===== config.mk =====
export PLATFORM = sky130hd
export DESIGN_NAME = binary_arithmetic_encoder
export DESIGN_NICKNAME = d
export VERILOG_FILES = /design/src/rtl/bae_pkg.sv /design/src/rtl/bae_datapath.sv /design/src/rtl/bae_ctrl.sv /design/src/rtl/binary_arithmetic_encoder.sv
export SDC_FILE = /design/constraint.sdc
export NUM_CORES = 2
export LEC_CHECK = 0
export BUFFER_PORTS_ARGS = -buffer_cell sky130_fd_sc_hd__clkbuf_2
export CORE_MARGIN = 2
export CORE_UTILIZATION = 35
export CTS_BUF_LIST = sky130_fd_sc_hd__clkbuf_2
export DETAILED_ROUTE_END_ITERATION = 12
export PLACE_DENSITY = 0.55
export SLEW_MARGIN = 30
export SYNTH_ARGS = -nofsm -noshare
export SYNTH_HDL_FRONTEND = slang
export SYNTH_HIERARCHICAL = 1
export SYNTH_SLANG_ARGS = --single-unit

===== constraint.sdc =====
create_clock -name clk_i -period 15.85 [get_ports clk_i]
set_input_delay 3.17 -clock clk_i [delete_from_list [all_inputs] [get_ports clk_i]]
set_output_delay 3.17 -clock clk_i [all_outputs]
set_load 0.01 [all_outputs]

===== src/rtl/bae_pkg.sv =====
// Shared types and constants for the binary arithmetic encoder.
package bae_pkg;

  localparam int unsigned BoundW = 32;
  localparam int unsigned ProbW  = 16;
  localparam int unsigned ByteW  = 8;
  localparam int unsigned MaxShifts = 4;
  localparam int unsigned CntW   = 3;

  localparam logic [ProbW-1:0]  ProbMin   = 16'd1;
  localparam logic [ProbW-1:0]  ProbMax   = 16'd65534;
  localparam logic [BoundW-1:0] LowReset  = 32'h0000_0000;
  localparam logic [BoundW-1:0] HighReset = 32'hffff_ffff;
  localparam logic [ByteW-1:0]  FillByte  = 8'hff;

  // Item actions
  localparam logic ActEncode = 1'b0;
  localparam logic ActFlush  = 1'b1;

  // Commands from the controller to the datapath
  typedef struct packed {
    logic load;       // capture a new item
    logic mul;        // form the two partial products
    logic update;     // split the interval and keep one side
    logic shift;      // emit agreeing top byte and shift bounds
    logic fin;        // emit top byte of the high bound (flush)
    logic emit_last;  // mark the emitted byte as last of its item
  } bae_cmd_t;

  // Status from the datapath to the controller
  typedef struct packed {
    logic flush;       // current item is a flush
    logic agree;       // top bytes of the bounds agree
    logic next_agree;  // second bytes agree (agreement after one shift)
  } bae_sts_t;

endpackage


===== src/rtl/bae_datapath.sv =====
// Datapath: bounds, interval split and output byte register.
module bae_datapath
  import bae_pkg::*;
(
  input  logic              clk_i,
  input  logic              rst_ni,
  input  bae_cmd_t          cmd_i,
  output bae_sts_t          sts_o,
  input  logic              action_i,
  input  logic              bit_value_i,
  input  logic [ProbW-1:0]  prob_one_i,
  output logic [ByteW-1:0]  out_byte_o,
  output logic              last_byte_o
);

  logic [BoundW-1:0] low_q, low_d;
  logic [BoundW-1:0] high_q, high_d;
  logic [BoundW-1:0] range_q;
  logic [2*ProbW-1:0] prod_hi_q, prod_lo_q;
  logic [ProbW-1:0]  prob_q, prob_clamped;
  logic              action_q;
  logic              bit_q;
  logic [ByteW-1:0]  byte_q;
  logic              last_q;
  logic [BoundW-1:0] split;

  // Clamp the probability into its legal range
  always_comb begin
    prob_clamped = prob_one_i;
    if (prob_one_i < ProbMin) begin
      prob_clamped = ProbMin;
    end else if (prob_one_i > ProbMax) begin
      prob_clamped = ProbMax;
    end
  end

  assign split = low_q + prod_hi_q + {{ProbW{1'b0}}, prod_lo_q[2*ProbW-1:ProbW]};

  // Next bounds
  always_comb begin
    low_d  = low_q;
    high_d = high_q;
    if (cmd_i.update) begin
      if (bit_q) begin
        high_d = split;
      end else begin
        low_d = split + 32'd1;
      end
    end else if (cmd_i.shift) begin
      low_d  = {low_q[BoundW-ByteW-1:0], {ByteW{1'b0}}};
      high_d = {high_q[BoundW-ByteW-1:0], FillByte};
    end
  end

  // Hold the bounds
  always_ff @(posedge clk_i or negedge rst_ni) begin
    if (!rst_ni) begin
      low_q  <= LowReset;
      high_q <= HighReset;
    end else begin
      low_q  <= low_d;
      high_q <= high_d;
    end
  end

  // Capture the item and form partial products
  always_ff @(posedge clk_i) begin
    if (cmd_i.load) begin
      action_q <= action_i;
      bit_q    <= bit_value_i;
      prob_q   <= prob_clamped;
      range_q  <= high_q - low_q;
    end
    if (cmd_i.mul) begin
      prod_hi_q <= range_q[BoundW-1:ProbW] * prob_q;
      prod_lo_q <= range_q[ProbW-1:0] * prob_q;
    end
  end

  // Load the output byte on every transfer-bound emit
  always_ff @(posedge clk_i) begin
    if (cmd_i.shift || cmd_i.fin) begin
      byte_q <= high_q[BoundW-1:BoundW-ByteW];
      last_q <= cmd_i.emit_last;
    end
  end

  assign sts_o.flush      = (action_q == ActFlush);
  assign sts_o.agree      = (low_q[BoundW-1:BoundW-ByteW] == high_q[BoundW-1:BoundW-ByteW]);
  assign sts_o.next_agree = (low_q[BoundW-ByteW-1:BoundW-2*ByteW]
                             == high_q[BoundW-ByteW-1:BoundW-2*ByteW]);
  assign out_byte_o       = byte_q;
  assign last_byte_o      = last_q;

endmodule


===== src/rtl/bae_ctrl.sv =====
// Controller: sequences split, drain and flush, and owns the handshakes.
module bae_ctrl
  import bae_pkg::*;
(
  input  logic     clk_i,
  input  logic     rst_ni,
  input  logic     in_valid_i,
  output logic     in_stall_o,
  output logic     out_valid_o,
  input  logic     out_stall_i,
  input  bae_sts_t sts_i,
  output bae_cmd_t cmd_o
);

  localparam logic [1:0] StIdle  = 2'd0;
  localparam logic [1:0] StMul   = 2'd1;
  localparam logic [1:0] StUpd   = 2'd2;
  localparam logic [1:0] StDrain = 2'd3;

  logic [1:0]      state_q, state_d;
  logic [CntW-1:0] cnt_q, cnt_d;
  logic            out_valid_q, out_valid_d;
  logic            out_free;
  logic            in_accept;
  logic            can_shift;
  logic            drain_last;

  assign in_stall_o = (state_q != StIdle);
  assign in_accept  = in_valid_i && !in_stall_o;
  assign out_free   = !out_valid_q || !out_stall_i;
  assign can_shift  = sts_i.agree && (cnt_q < CntW'(MaxShifts));
  // Last drained byte of an encode: no agreement after it, or the bound is hit
  assign drain_last = !sts_i.flush
                      && (!sts_i.next_agree || (cnt_q == CntW'(MaxShifts - 1)));

  // Step the sequencer
  always_comb begin
    state_d = state_q;
    cnt_d   = cnt_q;
    cmd_o   = '0;
    case (state_q)
      StIdle: begin
        cnt_d = '0;
        if (in_accept) begin
          cmd_o.load = 1'b1;
          state_d    = StMul;
        end
      end
      StMul: begin
        if (sts_i.flush) begin
          state_d = StDrain;
        end else begin
          cmd_o.mul = 1'b1;
          state_d   = StUpd;
        end
      end
      StUpd: begin
        cmd_o.update = 1'b1;
        state_d      = StDrain;
      end
      StDrain: begin
        if (can_shift) begin
          if (out_free) begin
            cmd_o.shift     = 1'b1;
            cmd_o.emit_last = drain_last;
            cnt_d           = cnt_q + CntW'(1);
            if (drain_last) begin
              state_d = StIdle;
            end
          end
        end else if (sts_i.flush) begin
          if (out_free) begin
            cmd_o.fin       = 1'b1;
            cmd_o.emit_last = 1'b1;
            state_d         = StIdle;
          end
        end else begin
          state_d = StIdle;
        end
      end
      default: begin
        state_d = StIdle;
      end
    endcase
  end

  // Track the output register
  always_comb begin
    out_valid_d = out_valid_q;
    if (cmd_o.shift || cmd_o.fin) begin
      out_valid_d = 1'b1;
    end else if (out_valid_q && !out_stall_i) begin
      out_valid_d = 1'b0;
    end
  end

  always_ff @(posedge clk_i or negedge rst_ni) begin
    if (!rst_ni) begin
      state_q     <= StIdle;
      cnt_q       <= '0;
      out_valid_q <= 1'b0;
    end else begin
      state_q     <= state_d;
      cnt_q       <= cnt_d;
      out_valid_q <= out_valid_d;
    end
  end

  assign out_valid_o = out_valid_q;

  // Never overwrite a byte that is still waiting for its transfer
  a_emit_free: assert property (@(posedge clk_i) disable iff (!rst_ni)
    (cmd_o.shift || cmd_o.fin) |-> out_free)
    else $error("emit into a busy output register");

  // Shifts only happen on agreeing bounds, and never more than four per item
  a_shift_agree: assert property (@(posedge clk_i) disable iff (!rst_ni)
    cmd_o.shift |-> (sts_i.agree && cnt_q < CntW'(MaxShifts)))
    else $error("shift without agreeing bounds");

  a_cnt_bound: assert property (@(posedge clk_i) disable iff (!rst_ni)
    cnt_q <= CntW'(MaxShifts))
    else $error("shift count out of range");

  // An accepted item moves the sequencer out of idle
  a_accept_busy: assert property (@(posedge clk_i) disable iff (!rst_ni)
    in_accept |=> (state_q == StMul))
    else $error("accepted item did not start");

endmodule


===== src/rtl/binary_arithmetic_encoder.sv =====
// Top level of the carry-less 32-bit binary arithmetic encoder.
//
//  channel  direction  handshake                payload
//  in       input      in_valid_i / in_stall_o  action_i, bit_value_i, prob_one_i
//  out      output     out_valid_o / out_stall_i out_byte_o, last_byte_o
//
// An encode item steps through capture, partial products and split, then the drain
// state emits its bytes. A flush goes from capture straight to the drain.
// Reset sets the low bound to zero and the high bound to all ones.
// A stalled output holds the byte and pauses the drain; input stays stalled until
// the current item has queued its last byte.
module binary_arithmetic_encoder
  import bae_pkg::*;
(
  input  logic             clk_i,
  input  logic             rst_ni,
  input  logic             in_valid_i,
  output logic             in_stall_o,
  input  logic             action_i,
  input  logic             bit_value_i,
  input  logic [ProbW-1:0] prob_one_i,
  output logic             out_valid_o,
  input  logic             out_stall_i,
  output logic [ByteW-1:0] out_byte_o,
  output logic             last_byte_o
);

  bae_cmd_t cmd;
  bae_sts_t sts;

  bae_ctrl u_ctrl (
    .clk_i       (clk_i),
    .rst_ni      (rst_ni),
    .in_valid_i  (in_valid_i),
    .in_stall_o  (in_stall_o),
    .out_valid_o (out_valid_o),
    .out_stall_i (out_stall_i),
    .sts_i       (sts),
    .cmd_o       (cmd)
  );

  bae_datapath u_datapath (
    .clk_i       (clk_i),
    .rst_ni      (rst_ni),
    .cmd_i       (cmd),
    .sts_o       (sts),
    .action_i    (action_i),
    .bit_value_i (bit_value_i),
    .prob_one_i  (prob_one_i),
    .out_byte_o  (out_byte_o),
    .last_byte_o (last_byte_o)
  );

endmodule


==> reports/metrics.cfg <==
[clock_network]
cts-buffers-inserted=17
post-cts-setup-buffers=0
ctsHoldBuffers=0
clkLatencyLatePin_ps=1050
clkTransAtPathRegs_ps=330
htree_levels=4
clock-sinks=177
clock_path_buffers=2
cts_resized=0
cts_tree=built
ctsRootBufferMaster=clkbuf_2

[logic_synthesis]
ys_async_sr_fraction_pct=39.5
ys_ff_latch=177
synthCells=2924
synth_edf_count=107
synth_area_leaders=fa_1, ha_1, edfxtp_1, inv_1, and2_1
netlist_area_mm2=0.0274
synthFlopType=edfxtp_1
synth_commonest_cells=inv_1, fa_1, nand2_1
yosysWarnings=6
ys_seq_area_share_pct=18.3
synth_top_area_share_pct=29.6
synth.distinct_cells=82
synth_nets=3640
yosysMostFrequentCell=inv_1
synth_area_per_cell_um2=9.36
synth_largest_area_cell=fa_1

[routing]
vias_per_cell=4.97
ant_nets=0
drt_iter0_drc=1344
routed-via-count=19536
wl_mm=70.9
drt-wirelength-per-cell_um=18.0
remaining_drc_errors=0
drtPass1Iterations=5

[placement]
post-dp-hpwl_mm=55.6
io_buffers=32
gp_routability_congestion=0.833
place_area_mm2=0.0286

[global_route]
grt_max_degree=73
antenna_found_initial=8
grt_pass1_vias=20090
grt_use_total_pct=18.3
grt_remaining_overflow=0
grt_pass1_wl_mm=114

[sta]
hold_viol_final=0
layout_min_cycle_time_ps=7330
setup_tns_ps=0
hold_ws_ps=520
timing.final.crit_share_pct=46.2
skew_ps=91.4
drv_slew=0
rsz0062_at_grt=no
setup_viol=0
fmax_mhz=136
relSlewSlack_pct=35.6
tightestPinTransition_ps=965

[floorplan]
ios=33
die_w_um=284
initial_core_util_pct=35.3
fp.dieH_um=284
die_area_mm2=0.0804
fp.coreArea_mm2=0.0775
num_rows=102

[finish]
drive_gt1_share_pct=5.53
seqCellArea_mm2=0.00500
syn_to_final_growth_pct=5.40
fillers=7957
final_core_util_pct=37.2
finish.net_count=3594
postLayoutCellArea_mm2=0.0288
multiInputGateArea_mm2=0.0200

[setup_path]
worst_setup_path_end_kind=flip-flop
path_max_fanout=17
crit_type=flip-flop to flip-flop
crit_path_start_kind=flip-flop
worstPathRequired_ps=16630
r2r_slack_ps=8520
worst_ep_arrival_time_ps=8110

[hold_path]
hold_path.class=flip-flop to flip-flop

[outcome]
outcome=finished, final reports clean

[job]
maxCapViolations=0

==> registers in the layout, summed over array words and instances, names as in the netlist <==
name and count:
u_ctrl/cnt_q 3, u_datapath/out_byte_o 8, u_datapath/prob_q 16, u_ctrl/out_valid_o 1, u_datapath/range_q 32, u_datapath/high_q 32, u_datapath/bit_q 1, u_datapath/action_q 1
u_datapath/low_q 32, u_ctrl/state_q 2, u_datapath/last_byte_o 1, u_datapath/prod_lo_q 16, u_datapath/prod_hi_q 32
==> critical path: stages, from the launching register on <==
cell      delay (ps)
edfxtp_1        1020
buf_4            420
nand2_1          110
fa_1             510
inv_1             60
fa_1             550
fa_1             440
fa_1             480
fa_1             500
inv_1             50
fa_1             480
inv_1             70
ha_1             340
o21ai_0           90
o21ai_0          130
o21bai_1         210
a221o_1          380
o21ai_0          340
a21oi_1          160
o31ai_1          330
a21oi_1          110
o21a_1           180
nor2_1           100
xnor2_1           70
==> stage by stage <==
| stage | setup slack [ps] | cells |
|---|---|---|
| floorplan | 9570 | 2924 |
| global placement | 8480 | 3893 |
| detailed placement | 8580 | 3897 |
| CTS | 8530 | 3929 |
| global route | 8080 | 3933 |
| finish | 8520 | 3933 |
==> layout by cell type (no fill, tap or decap), types with 13 or more instances in the layout <==
cell type	instances
dfrtp_1	38
nand2b_1	17
edfxtp_1	107
a211oi_1	13
inv_1	517
clkbuf_2	49
a21o_1	47
dfstp_2	32
and2_1	252
nor3_1	42
o21a_1	18
ha_1	288
nand4_1	17
a21oi_1	88
nand2_1	393
xor2_1	45
o21ai_0	100
fa_1	405
nor2_1	65
mux2i_1	28
nand3_1	28
xnor2_1	76
and3_1	15
nor2b_1	14
buf_4	19
==> area by class of cell <==
class	instances	area share, %
flip-flops and latches	177	17.4
clock buffers	18	0.312
well taps	1040	4.51
multi-input cells	2107	69.2
repair buffers	58	1.36
clock inverters	14	0.486
inverters	517	6.73
diodes	2	0.0174
==> worst paths after layout <==
path                                  startpoint                  endpoint  cells past startpoint
max                        u_datapath/prob_q[12]  u_datapath/prod_hi_q[31]                     23
min                         u_datapath/high_q[0]      u_datapath/high_q[0]                      2
max reg2reg                u_datapath/prob_q[12]  u_datapath/prod_hi_q[31]                     23
min reg2reg                 u_datapath/high_q[0]      u_datapath/high_q[0]                      2
max in group asynchronous                 rst_ni      u_datapath/low_q[31]                      2
min in group asynchronous                 rst_ni      u_datapath/low_q[15]                      2
==> metal layers <==
layer  track usage, %  wire (um)  vias to the layer above
met4             4.59       1410                        4
li1                 -          -                     9208
met2             27.9      31300                      450
met5                0         17                        -
met3             3.11       3740                       66
met1             26.7      34400                     9808
==> logic make-up (layout without fill, tap and decap cells) <==
group,Yosys count,count (layout),synth area share (%)
and+or+nand+nor,891,891,16.1
adders and majority gates,694,694,42.9
buffers and inverters,640,607,8.81
AOI/OAI and AO/OA,369,369,8.84
DFF,177,177,18.3
xor gates and xnor gates,121,121,3.87
muxes,32,32,1.20
other,0,2,0
Power is not shown: default switching activity piles up to over one toggle a cycle in this logic, so the estimate is an artifact.
